$ cat config.mk
export PLATFORM = sky130hd
export DESIGN_NAME = multichannel_servo_pulse_sequencer
export DESIGN_NICKNAME = d
export VERILOG_FILES = /design/src/rtl/core/msps_pkg.sv /design/src/rtl/core/msps_width_map.sv /design/src/rtl/core/multichannel_servo_pulse_sequencer.sv
export SDC_FILE = /design/constraint.sdc
export NUM_CORES = 2
export LEC_CHECK = 0
export BUFFER_PORTS_ARGS = -buffer_cell sky130_fd_sc_hd__buf_2
export CAP_MARGIN = 40
export CORE_UTILIZATION = 28
export CTS_CLUSTER_SIZE = 14
export DETAILED_ROUTE_END_ITERATION = 6
export HOLD_SLACK_MARGIN = 0.03
export MAX_ROUTING_LAYER = met4
export PLACE_DENSITY = 0.41
export SYNTH_ARGS = -nofsm -noshare
export SYNTH_HDL_FRONTEND = slang
export SYNTH_SLANG_ARGS = --single-unit
$ cat constraint.sdc
create_clock -name clk -period 13.2 [get_ports clk]
set_input_delay 1.98 -clock clk [delete_from_list [all_inputs] [get_ports clk]]
set_output_delay 1.98 -clock clk [all_outputs]
set_load 0.005 [all_outputs]
$ cat src/rtl/core/msps_pkg.sv
// Shared types and constants for the multichannel servo pulse sequencer.
// No dependencies; imported by msps_width_map, the top level and the bench.
`default_nettype none

package msps_pkg;

	localparam int NUM_CHANNELS = 8;
	localparam int POSITION_MAX = 180;

	localparam int OP_W    = 2;
	localparam int CH_W    = 4;
	localparam int VAL_W   = 12;
	localparam int PW_W    = 12;
	localparam int FRAME_W = 16;
	localparam int PIN_W   = 8;
	localparam int SLOT_W  = 4;
	localparam int CH_IDX_W = (NUM_CHANNELS > 1) ? $clog2(NUM_CHANNELS) : 1;

	// APB register file
	localparam int ADDR_W = 4;
	localparam int DATA_W = 32;

	typedef enum logic [1:0] {
		REG_MIN_PULSE     = 2'd0,
		REG_MAX_PULSE     = 2'd1,
		REG_DEFAULT_PULSE = 2'd2,
		REG_FRAME_PERIOD  = 2'd3
	} reg_idx_t;

	typedef enum logic [OP_W-1:0] {
		OP_TICK   = 2'd0,
		OP_WRITE  = 2'd1,
		OP_ATTACH = 2'd2,
		OP_DETACH = 2'd3
	} opcode_t;

	localparam logic [PW_W-1:0]    MIN_PULSE_RST     = 12'd544;
	localparam logic [PW_W-1:0]    MAX_PULSE_RST     = 12'd2400;
	localparam logic [PW_W-1:0]    DEFAULT_PULSE_RST = 12'd1500;
	localparam logic [FRAME_W-1:0] FRAME_PERIOD_RST  = 16'd20000;

	// channel widths after reset: default clamped to the reset limits
	localparam logic [PW_W-1:0] WIDTH_RST =
		(DEFAULT_PULSE_RST < MIN_PULSE_RST) ? MIN_PULSE_RST :
		(DEFAULT_PULSE_RST > MAX_PULSE_RST) ? MAX_PULSE_RST : DEFAULT_PULSE_RST;

	// position map: |value * span| fits MAP_PROD_W bits; divide by POSITION_MAX
	// via exact reciprocal multiply (ceil(2^S / P), S = prod bits + log2 P)
	localparam int MAP_PROD_W = $clog2(POSITION_MAX * ((1 << PW_W) - 1) + 1);
	localparam int DIV_SHIFT  = MAP_PROD_W + $clog2(POSITION_MAX);
	localparam int DIV_MULT_W = DIV_SHIFT - $clog2(POSITION_MAX) + 1;
	localparam logic [DIV_MULT_W-1:0] DIV_MULT = DIV_MULT_W'(
		((longint'(1) << DIV_SHIFT) + longint'(POSITION_MAX) - 1) / longint'(POSITION_MAX));

	typedef struct packed {
		logic [VAL_W-1:0]      value;
		logic                  in_range;
		logic [MAP_PROD_W-1:0] prod_mag;
		logic                  span_neg;
	} map_req_t;

endpackage

`default_nettype wire

$ cat src/rtl/core/msps_width_map.sv
// Pulse width map and clamp: divides the registered product by the position
// range, offsets by min_pulse (raw above range), clamps. Depends on msps_pkg.
`default_nettype none

module msps_width_map (
	input  msps_pkg::map_req_t         req,
	input  logic [msps_pkg::PW_W-1:0]  min_pulse,
	input  logic [msps_pkg::PW_W-1:0]  max_pulse,
	output logic [msps_pkg::PW_W-1:0]  width
);
	import msps_pkg::*;

	localparam int RECIP_W = MAP_PROD_W + DIV_MULT_W;

	logic [RECIP_W-1:0]     recip;
	logic [PW_W-1:0]        quot;
	logic signed [PW_W+1:0] min_s;
	logic signed [PW_W+1:0] max_s;
	logic signed [PW_W+1:0] quot_s;
	logic signed [PW_W+1:0] mapped;
	logic signed [PW_W+1:0] pw;

	assign recip  = RECIP_W'(req.prod_mag) * RECIP_W'(DIV_MULT);
	assign quot   = PW_W'(recip >> DIV_SHIFT);
	assign min_s  = $signed({2'b00, min_pulse});
	assign max_s  = $signed({2'b00, max_pulse});
	assign quot_s = $signed({2'b00, quot});
	// downward map when limits are inverted; truncates toward zero
	assign mapped = req.span_neg ? (min_s - quot_s) : (min_s + quot_s);
	assign pw     = req.in_range ? mapped : $signed({2'b00, req.value});

	always_comb begin
		priority if (pw < min_s) begin
			width = min_pulse;
		end else if (pw > max_s) begin
			width = max_pulse;
		end else begin
			width = pw[PW_W-1:0];
		end
	end

endmodule

`default_nettype wire

$ cat src/rtl/core/multichannel_servo_pulse_sequencer.sv
// Top level of the multichannel servo pulse sequencer: APB registers, input
// stage, sequencer state and output register. Depends on msps_pkg, msps_width_map.
`default_nettype none

// Usage
//   Input channel (in_valid/in_ready): one word per operation - a one
//   microsecond tick, a width write, an attach or a detach for a channel.
//   Output channel (out_valid/out_ready): exactly one word per input word,
//   in order: pin levels, active slot, frame start mark, and the stored
//   width and attach flag of the named channel after the operation.
//   A word accepted into the first stage reaches the output register when the
//   second stage advances; one word per cycle while out_ready is high. The
//   first stage holds the word plus the value*span product; the second stage
//   does the reciprocal divide, clamp and state update into the output register.
//   Stall: while out_ready is low the output word holds; one more word can
//   sit in the first stage, then in_ready drops. in_ready follows out_ready
//   combinationally when both stages are full.
//   Reset (arst_n low): registers take their reset values, all channels get
//   width 1500 and are detached, the sequencer sits in the sync gap with
//   both counters at zero. No clearing pass; words are taken right away.
//   Registers (APB, byte address 4*i): min_pulse, max_pulse, default_pulse,
//   frame_period. Write them only while the block is idle.
module multichannel_servo_pulse_sequencer (
	input  logic                           clk,
	input  logic                           arst_n,
	// APB
	input  logic                           psel,
	input  logic                           penable,
	input  logic                           pwrite,
	input  logic [msps_pkg::ADDR_W-1:0]    paddr,
	input  logic [msps_pkg::DATA_W-1:0]    pwdata,
	output logic [msps_pkg::DATA_W-1:0]    prdata,
	output logic                           pready,
	// input words
	input  logic                           in_valid,
	output logic                           in_ready,
	input  logic [msps_pkg::OP_W-1:0]      opcode,
	input  logic [msps_pkg::CH_W-1:0]      channel,
	input  logic [msps_pkg::VAL_W-1:0]     value,
	// result words
	output logic                           out_valid,
	input  logic                           out_ready,
	output logic [msps_pkg::PIN_W-1:0]     pins,
	output logic [msps_pkg::SLOT_W-1:0]    active_slot,
	output logic                           frame_start,
	output logic [msps_pkg::PW_W-1:0]      read_width,
	output logic                           is_attached
);
	import msps_pkg::*;

	// ---------------- configuration registers ----------------
	logic [PW_W-1:0]    min_pulse_q;
	logic [PW_W-1:0]    max_pulse_q;
	logic [PW_W-1:0]    default_pulse_q;
	logic [FRAME_W-1:0] frame_period_q;
	logic               cfg_wr;
	reg_idx_t           cfg_idx;

	assign pready  = 1'b1;
	assign cfg_wr  = psel & penable & pwrite;
	assign cfg_idx = reg_idx_t'(paddr[3:2]);

	always_ff @(posedge clk or negedge arst_n) begin
		if (!arst_n) begin
			min_pulse_q     <= MIN_PULSE_RST;
			max_pulse_q     <= MAX_PULSE_RST;
			default_pulse_q <= DEFAULT_PULSE_RST;
			frame_period_q  <= FRAME_PERIOD_RST;
		end else if (cfg_wr) begin
			unique case (cfg_idx)
				REG_MIN_PULSE:     min_pulse_q     <= pwdata[PW_W-1:0];
				REG_MAX_PULSE:     max_pulse_q     <= pwdata[PW_W-1:0];
				REG_DEFAULT_PULSE: default_pulse_q <= pwdata[PW_W-1:0];
				REG_FRAME_PERIOD:  frame_period_q  <= pwdata[FRAME_W-1:0];
				default: ;
			endcase
		end
	end

	always_comb begin
		unique case (cfg_idx)
			REG_MIN_PULSE:     prdata = DATA_W'(min_pulse_q);
			REG_MAX_PULSE:     prdata = DATA_W'(max_pulse_q);
			REG_DEFAULT_PULSE: prdata = DATA_W'(default_pulse_q);
			REG_FRAME_PERIOD:  prdata = DATA_W'(frame_period_q);
			default:           prdata = '0;
		endcase
	end

	// ---------------- handshake ----------------
	logic s1_valid_q;
	logic out_valid_q;
	logic in_fire;
	logic adv;

	assign adv      = s1_valid_q & (~out_valid_q | out_ready);
	assign in_ready = ~s1_valid_q | adv;
	assign in_fire  = in_valid & in_ready;

	// ---------------- stage 1: capture word, value*span ----------------
	logic                span_neg;
	logic [PW_W-1:0]     span_mag;
	logic [2*PW_W-1:0]   prod_full;
	map_req_t            map_req;

	opcode_t             s1_op;
	logic [CH_W-1:0]     s1_ch;
	map_req_t            s1_map;

	assign span_neg  = min_pulse_q > max_pulse_q;
	assign span_mag  = span_neg ? (min_pulse_q - max_pulse_q) : (max_pulse_q - min_pulse_q);
	assign prod_full = (2*PW_W)'(value) * (2*PW_W)'(span_mag);

	always_comb begin
		map_req.value    = value;
		map_req.in_range = value <= VAL_W'(POSITION_MAX);
		map_req.prod_mag = MAP_PROD_W'(prod_full);
		map_req.span_neg = span_neg;
	end

	always_ff @(posedge clk or negedge arst_n) begin
		if (!arst_n) begin
			s1_valid_q <= 1'b0;
		end else if (in_ready) begin
			s1_valid_q <= in_valid;
		end
	end

	always_ff @(posedge clk) begin
		if (in_fire) begin
			s1_op  <= opcode_t'(opcode);
			s1_ch  <= channel;
			s1_map <= map_req;
		end
	end

	// ---------------- stage 2: map, sequencer, state update ----------------
	logic [PW_W-1:0] new_width;

	msps_width_map u_map (
		.req       (s1_map),
		.min_pulse (min_pulse_q),
		.max_pulse (max_pulse_q),
		.width     (new_width)
	);

	logic [PW_W-1:0]         widths_q [NUM_CHANNELS];
	logic [NUM_CHANNELS-1:0] attach_q;
	logic [SLOT_W-1:0]       slot_q;
	logic [FRAME_W-1:0]      slot_el_q;
	logic [FRAME_W-1:0]      frame_el_q;

	logic [PW_W-1:0]         widths_n [NUM_CHANNELS];
	logic [NUM_CHANNELS-1:0] attach_n;
	logic [SLOT_W-1:0]       slot_n;
	logic [FRAME_W-1:0]      slot_el_n;
	logic [FRAME_W-1:0]      frame_el_n;
	logic                    fstart_n;
	logic [PIN_W-1:0]        pins_n;
	logic [PW_W-1:0]         rd_width_n;
	logic                    rd_att_n;

	logic                    chan_ok;
	logic [CH_IDX_W-1:0]     ch_idx;
	logic                    slot_ok;
	logic [CH_IDX_W-1:0]     slot_idx;
	logic [CH_W-1:0]         ch_m1;
	logic [SLOT_W-1:0]       slot_m1;

	assign chan_ok  = (s1_ch >= CH_W'(1)) && (s1_ch <= CH_W'(NUM_CHANNELS));
	assign ch_m1    = s1_ch - CH_W'(1);
	assign ch_idx   = ch_m1[CH_IDX_W-1:0];
	assign slot_ok  = (slot_q >= SLOT_W'(1)) && (slot_q <= SLOT_W'(NUM_CHANNELS));
	assign slot_m1  = slot_q - SLOT_W'(1);
	assign slot_idx = slot_m1[CH_IDX_W-1:0];

	always_comb begin
		widths_n   = widths_q;
		attach_n   = attach_q;
		slot_n     = slot_q;
		slot_el_n  = slot_el_q;
		frame_el_n = frame_el_q;
		fstart_n   = 1'b0;

		unique case (s1_op)
			OP_TICK: begin
				// saturating microsecond counters
				frame_el_n = (frame_el_q == '1) ? frame_el_q : frame_el_q + FRAME_W'(1);
				slot_el_n  = (slot_el_q == '1) ? slot_el_q : slot_el_q + FRAME_W'(1);
				if (slot_ok) begin
					// zero width still costs one tick: compare after increment
					if (slot_el_n >= FRAME_W'(widths_q[slot_idx])) begin
						slot_n    = (slot_q == SLOT_W'(NUM_CHANNELS)) ? '0 : slot_q + SLOT_W'(1);
						slot_el_n = '0;
					end
				end else begin
					slot_n = '0;
				end
				// sync gap ends once the frame period has run (stretches on overrun)
				if (slot_n == '0 && frame_el_n >= frame_period_q) begin
					slot_n     = SLOT_W'(1);
					slot_el_n  = '0;
					frame_el_n = '0;
					fstart_n   = 1'b1;
				end
			end
			OP_WRITE: begin
				if (chan_ok) widths_n[ch_idx] = new_width;
			end
			OP_ATTACH: begin
				if (chan_ok) attach_n[ch_idx] = 1'b1;
			end
			OP_DETACH: begin
				if (chan_ok) attach_n[ch_idx] = 1'b0;
			end
			default: ;
		endcase

		pins_n = '0;
		for (int i = 0; i < PIN_W; i++) begin
			if (i < NUM_CHANNELS) begin
				pins_n[i] = (slot_n == SLOT_W'(i + 1)) && attach_n[i];
			end
		end

		rd_width_n = chan_ok ? widths_n[ch_idx] : '0;
		rd_att_n   = chan_ok ? attach_n[ch_idx] : 1'b0;
	end

	always_ff @(posedge clk or negedge arst_n) begin
		if (!arst_n) begin
			for (int i = 0; i < NUM_CHANNELS; i++) begin
				widths_q[i] <= WIDTH_RST;
			end
			attach_q   <= '0;
			slot_q     <= '0;
			slot_el_q  <= '0;
			frame_el_q <= '0;
		end else if (adv) begin
			widths_q   <= widths_n;
			attach_q   <= attach_n;
			slot_q     <= slot_n;
			slot_el_q  <= slot_el_n;
			frame_el_q <= frame_el_n;
		end
	end

	// ---------------- output register ----------------
	logic [PIN_W-1:0]  pins_q;
	logic [SLOT_W-1:0] slot_out_q;
	logic              fstart_q;
	logic [PW_W-1:0]   rd_width_q;
	logic              rd_att_q;

	always_ff @(posedge clk or negedge arst_n) begin
		if (!arst_n) begin
			out_valid_q <= 1'b0;
		end else begin
			out_valid_q <= adv | (out_valid_q & ~out_ready);
		end
	end

	always_ff @(posedge clk) begin
		if (adv) begin
			pins_q     <= pins_n;
			slot_out_q <= slot_n;
			fstart_q   <= fstart_n;
			rd_width_q <= rd_width_n;
			rd_att_q   <= rd_att_n;
		end
	end

	assign out_valid   = out_valid_q;
	assign pins        = pins_q;
	assign active_slot = slot_out_q;
	assign frame_start = fstart_q;
	assign read_width  = rd_width_q;
	assign is_attached = rd_att_q;

endmodule

`default_nettype wire

---- Word level (Yosys, flattened, before mapping) ----
Index checks and enable logic that the tools add are counted.
W data, S select, Z words.
word-level totals
  bits in registers ....................... 260
  bits in latches ......................... 0
  logic and storage cells ................. 146
  output and inout port bits .............. 61
  input bits .............................. 61
  memory bits (writable) .................. 0
  memories kept ........................... 0
  ROM bits ................................ 0
operators by class
  add/subtract/negate cells ............... 9
  shift-type cells ........................ 0
  divide/modulo/power cells ............... 0
  equality and inequality tests ........... 17
  magnitude comparators ................... 15
  multipliers ............................. 2
  reductions and logical operators ........ 21
  multiplexer cells ....................... 37
  bitwise logic cells ..................... 16
operator list
  operator                  count
  $mux W96                  2
  $pmux W32 S4              1
  $bwmux W96                1
  $mux W12                  8
  $mux W16                  6
  $bmux W12 S3              2
  $mul A20 B21 Y40 const B  1
  $demux W12 S3             1
  $add A16 B1 Y16 const B   2
  $eq A16 B16 Y1 const B    2
  $mux W14                  2
  $mux W4                   6
  $sub A12 B12 Y12          2
  $mul A12 B12 Y20          1
  $eq A4 B3 Y1 const B      4
  $ge A16 B12 Y1            1
  $ge A16 B16 Y1            1
  $mux W8                   2
  $pmux W8 S2               1
  $gt A14 B13 Y1            1
  $lt A14 B13 Y1            1
  $add A12 B12 Y13          1
  $logic_and A1 B1 Y1       13
  $sub A12 B12 Y13          1
  28 further kinds          54

---- Logic depth before layout (Yosys ltp) ----
  word-level depth ........................ 15
  depth in mapped cells ................... 46
  gate-level depth less buffers ........... 44

---- Cells and area by module ----
Synthesis repeated with hierarchy kept, for this count alone.
unflattened totals
  cell total of the unflattened synthesis .. 2664
  area, all modules ....................... 26962.1 µm²
by module, submodules not included
  module                              area an instance (µm²)  instances  cells each
  multichannel_servo_pulse_sequencer  18706.7                 1          1746
  msps_width_map                      8255.4                  1          918

---- Worst setup path before layout ----
No wires, ideal clock.
  kind .................................... register to register
  start ................................... register s1_map[19] (netlist bit)
  end ..................................... register rd_width_q[9] (netlist: read_width[9]), data pin
  cell stages (with the launch flop) ...... 36
  arrival ................................. 9247 ps
  buffers on the path ..................... 1
  library setup time ...................... 271 ps
  path slack .............................. 3681 ps
  cells stage by stage .................... edfxtp_1 > ha_1 > inv_1 > fa_1 > inv_1 > fa_1 > fa_1 > fa_1 > fa_1 > fa_1 > ha_1 > o21a_1 > o2111ai_1 > a41oi_1 > o31ai_1 > a21oi_1 > a41o_1 > o221a_2 > a21oi_1 > o21bai_1 > xor2_1 > ha_1 > and3_1 > a211oi_1 > a21oi_1 > xor2_1 > a311o_1 > ha_1 > nand4_1 > or3_1 > a31oi_1 > o21ba_2 > buf_2 > mux2_2 > mux2i_1 > a21oi_1
on the way
  word-level cells in the longest chain between the ends .. 13
  elaborated cells on any way between the ends .. 15
  those cells by class .................... 2 x add/sub; 1 x mul; 2 x order compare; 10 x mux
RTL lines
  element                                                      line                                       RTL
  start, declared                                              multichannel_servo_pulse_sequencer.sv:108  map_req_t s1_map;
  start signal, assigned                                       multichannel_servo_pulse_sequencer.sv:133  s1_map <= map_req;
  $mul A20 B21 Y40 (*)                                         msps_width_map.sv:23                       assign recip = RECIP_W'(req.prod_mag) * RECIP_W'(DIV_MULT);
  $add A12 B12 Y13 / $sub A12 B12 Y13 (equally long branches)  msps_width_map.sv:29                       assign mapped = req.span_neg ? (min_s - quot_s) : (min_s + quot_s);
  $mux W14 (*)                                                 msps_width_map.sv:29
  $mux W14 (*)                                                 msps_width_map.sv:30                       assign pw = req.in_range ? mapped : $signed({2'b00, req.value});
  $gt A14 B13 Y1                                               msps_width_map.sv:35                       end else if (pw > max_s) begin
  $mux W12                                                     msps_width_map.sv:35
  $mux W12 (*)                                                 msps_width_map.sv:33                       priority if (pw < min_s) begin
  $bwmux W96 (*)                                               multichannel_servo_pulse_sequencer.sv:208  if (chan_ok) widths_n[ch_idx] = new_width;
  $mux W96 (*)                                                 multichannel_servo_pulse_sequencer.sv:208
  $mux W96 (*)                                                 multichannel_servo_pulse_sequencer.sv:185  unique case (s1_op)
  $bmux W12 S3 (*)                                             multichannel_servo_pulse_sequencer.sv:226  rd_width_n = chan_ok ? widths_n[ch_idx] : '0;
  $mux W12 (implied by the code) (*) (2 in a row)              multichannel_servo_pulse_sequencer.sv:226
  end signal, assigned                                         multichannel_servo_pulse_sequencer.sv:268  rd_width_q <= rd_width_n;
  end, declared                                                multichannel_servo_pulse_sequencer.sv:252  logic [PW_W-1:0] rd_width_q;
Mark *: on every way between the ends. The rest lies on a longest branch, timed or not. The select of a mux whose other input is x is not followed.
A chain may end at the register's enable or synchronous reset.

---- Final worst setup path ----
  start ................................... register s1_map[12] (netlist bit)
  end ..................................... register rd_width_q[0] (netlist: read_width[0]), data pin
The elaborated chain is that of the path after synthesis.

==> flow_metrics.env <==
export IMPL_finalCritPeriodShare_pct=88.36
export IMPL_maxSlewHeadroom_pct=40.93
export IMPL_synthMuxAreaShare_pct=8.465
export IMPL_final_common_cell="inv_1"
export IMPL_holdPathStages=2
export IMPL_cts_resized=0
export IMPL_tns_ps=0
export IMPL_place_congestion=0.8528
export IMPL_io_pins=122
export IMPL_wl_per_cell_um=18.48
export IMPL_min_from="attach_q[7]"
export IMPL_timing_rr_end="read_width[0]"
export IMPL_max_freq_mhz=85.74
export IMPL_synth_compound_area_share_pct=11.36
export IMPL_hold_path_endpoint="attach_q[7]"
export IMPL_synth_top_family_by_area="adder cells"
export IMPL_synthToLayoutAreaGrowth_pct=12.11
export IMPL_yosys_area_top_type_share_pct=16.27
export IMPL_worstPathRequired_ps=13420
export IMPL_multi_input_area_sq_um=17540
export IMPL_critPathMaxStageDelay_ps=720
export IMPL_path_class="reg -> reg"
export IMPL_synth_xor_area_share_pct=3.264
export IMPL_hold_violations=0
export IMPL_dieArea_sq_um=95300
export IMPL_drt_initial_drc_count=910
export IMPL_pre_cts_ws_ps=1616
export IMPL_critPathArrivalTime_ps=11880
export IMPL_synth_simple_area_share_pct=11.01
export IMPL_synth_ff_type="dfrtp_1"
export IMPL_worst_setup_path_end_kind="register"
export IMPL_seqCellArea_sq_um=6930
export IMPL_die_y_um=308.7
export IMPL_drive_gt1_share_pct=13.89
export IMPL_yosysWarnings=0
export IMPL_clock_sinks=260
export IMPL_hpwl_um=57790
export IMPL_synth_seq_area_share_pct=26.31
export IMPL_path_max_fanout=18
export IMPL_synth_edf_count=66
export IMPL_cap_viol_max_count=0
export IMPL_vias_per_cell=4.725
export IMPL_fill_cells=9705
export IMPL_rrSetupSlack_ps=1540
export IMPL_synth_seq_cells=260
export IMPL_final_max_slew_viol_count=0
export IMPL_synth_area_leaders="fa_1 (16%), ha_1 (16%), dfrtp_1 (11%), edfxtp_1 (7.5%), dfstp_2 (7.4%)"
export IMPL_synthArstFlopShare_pct=74.62
export IMPL_cts_setup_buffers=0
export IMPL_fin_util_pct=31.69
export IMPL_cts_root_buf="clkbuf_16"
export IMPL_setup_ws_ps=1537
export IMPL_synth_cells=2679
export IMPL_critPathMostFrequentCell="fa_1"
export IMPL_clk_pin_slew_ps=60
export IMPL_placementRows=112
export IMPL_worst_pin_slew_ps=886.1
export IMPL_grt_max_degree=66
export IMPL_cts_max_level=2
export IMPL_firstDrtPassIters=7
export IMPL_wl_um=74420
export IMPL_synth_area_sq_um=26340
export IMPL_synth_avg_cell_area_sq_um=9.832
export IMPL_die_x_um=308.7
export IMPL_coreArea_sq_um=93190
export IMPL_clkLatencyLatePin_ps=560
export IMPL_layout_common_cells="inv_1 (378), ha_1 (333), nand2_1 (297)"
export IMPL_reg2reg_from="s1_map[12]"
export IMPL_crit_start="s1_map[12]"
export IMPL_violations="DRC"
export IMPL_grt_first_pass_wirelength_um=117200
export IMPL_worst_path_max_delay_cell="a21oi_1"
export IMPL_track_usage_pct=16.31
export IMPL_clockBufferDepth=3
export IMPL_start_kind="register"
export IMPL_port_buffers=86
export IMPL_setup_violations_final=0
export IMPL_cts_tree="built"
export IMPL_finClkSkew_ps=33.22
export IMPL_synth_adder_area_share_pct=32.17
export IMPL_grt_pass1_vias=19980
export IMPL_vias=19030
export IMPL_synth_cell_types=89
export IMPL_synth_top_area_cell="fa_1"
export IMPL_cts_hold_buffers=0
export IMPL_worst_r2r_path_depth=33
export IMPL_initial_core_util_pct=28.26
export IMPL_route_detailed_drc=4
export IMPL_fin_crit_ps=11660
export IMPL_cts_buffers_inserted=36
export IMPL_antenna_found_initial=1
export IMPL_grt_ovfl_total=0
export IMPL_num_nets_final=3353
export IMPL_rsz0062_at_grt="no"
export IMPL_status="finished with violations"
export IMPL_hp_class="reg -> reg"
export IMPL_antenna_left=0
==> worst max-delay path, delay by kind of cell (launching register included) <==
family	cells	cell delay (ps)
multiplexers	1	380
adder cells (fa/ha/maj)	9	3790
AO/OA/AOI/OAI	12	4160
AND/OR/NAND/NOR	8	1460
flip-flops	1	590
XOR/XNOR	3	920
==> kinds of logic (layout without fill, tap and decap cells) <==
logic type      Yosys count  in the layout
simple gates            625            625
buf+inv                 498            576
fa+ha+maj               549            549
xor+xnor                 94             94
other cells               2             18
compound gates          483            483
mux                     168            168
flops                   260            260
==> cell usage after synthesis, types with 10 or more instances <==
master,count
o21ai_0,163
xor2_1,29
mux2i_1,72
fa_1,214
a21oi_1,131
mux4_2,38
nor4_1,12
nor2b_1,15
nand4_1,13
clkbuf_1,86
dfrtp_1,120
a21o_1,35
nand3_1,32
a211oi_1,10
buf_4,18
o21ai_1,22
nand2b_1,29
edfxtp_1,66
o21bai_1,11
inv_1,378
and2_1,57
nor3_1,24
nor2_1,104
xnor2_1,62
mux2_2,57
ha_1,334
a22o_1,19
dfstp_2,74
nand2_1,297
==> registers in the layout, indices dropped and copies added, names as in the netlist, 2 cells and up <==
| name | cells |
|---|---|
| attach_q | 8 |
| min_pulse_q | 12 |
| active_slot | 4 |
| s1_op | 2 |
| read_width | 12 |
| pins | 8 |
| default_pulse_q | 12 |
| frame_period_q | 16 |
| slot_el_q | 16 |
| widths_q | 96 |
| max_pulse_q | 12 |
| s1_ch | 4 |
| slot_q | 4 |
| frame_el_q | 16 |
| s1_map | 34 |
==> per-stage QoR <==
stage | area (sq um) | hold slack [ps] | instances
after floorplan | 26400 | 444.7 | 2694
after global placement | 28110 | 458.8 | 3944
after detailed placement | 28320 | 467.9 | 3960
after CTS | 29530 | 483.6 | 4026
after global routing | 29530 | 501.3 | 4026
final | 29530 | 477.0 | 4027
==> metal layers <==
metal  global-route usage (%)  share of wire [%]  vias to the layer above
li1                         -                  -                     9155
met1                    21.55                 47                     9483
met2                    27.13                 48                      305
met3                    1.315                2.8                       83
met4                    3.656                2.0                        0
met5                        -                  0                        -
==> worst max path at each step <==
stage | endpoint | slack [ps] | cells after the start
finish | read_width[0] | 1540 | 33
global route | read_width[0] | 840 | 33
CTS | read_width[0] | 1590 | 33
detailed placement | read_width[0] | 1620 | 36
global placement | read_width[6] | 1390 | 33
floorplan | read_width[9] | 3680 | 35
==> final cells by class <==
class	instances	share of cell area (%)
diodes	1	0.008475
flip-flops and latches	260	23.47
well taps	1254	5.314
clock buffers	46	3.280
clock inverters	20	0.8051
inverters	380	4.831
multi-input cells	1936	59.39
repair buffers	130	2.898
Power is left out: the tool's default activity adds up to more than one toggle a clock period on the data nets, which glitch-free logic cannot reach.
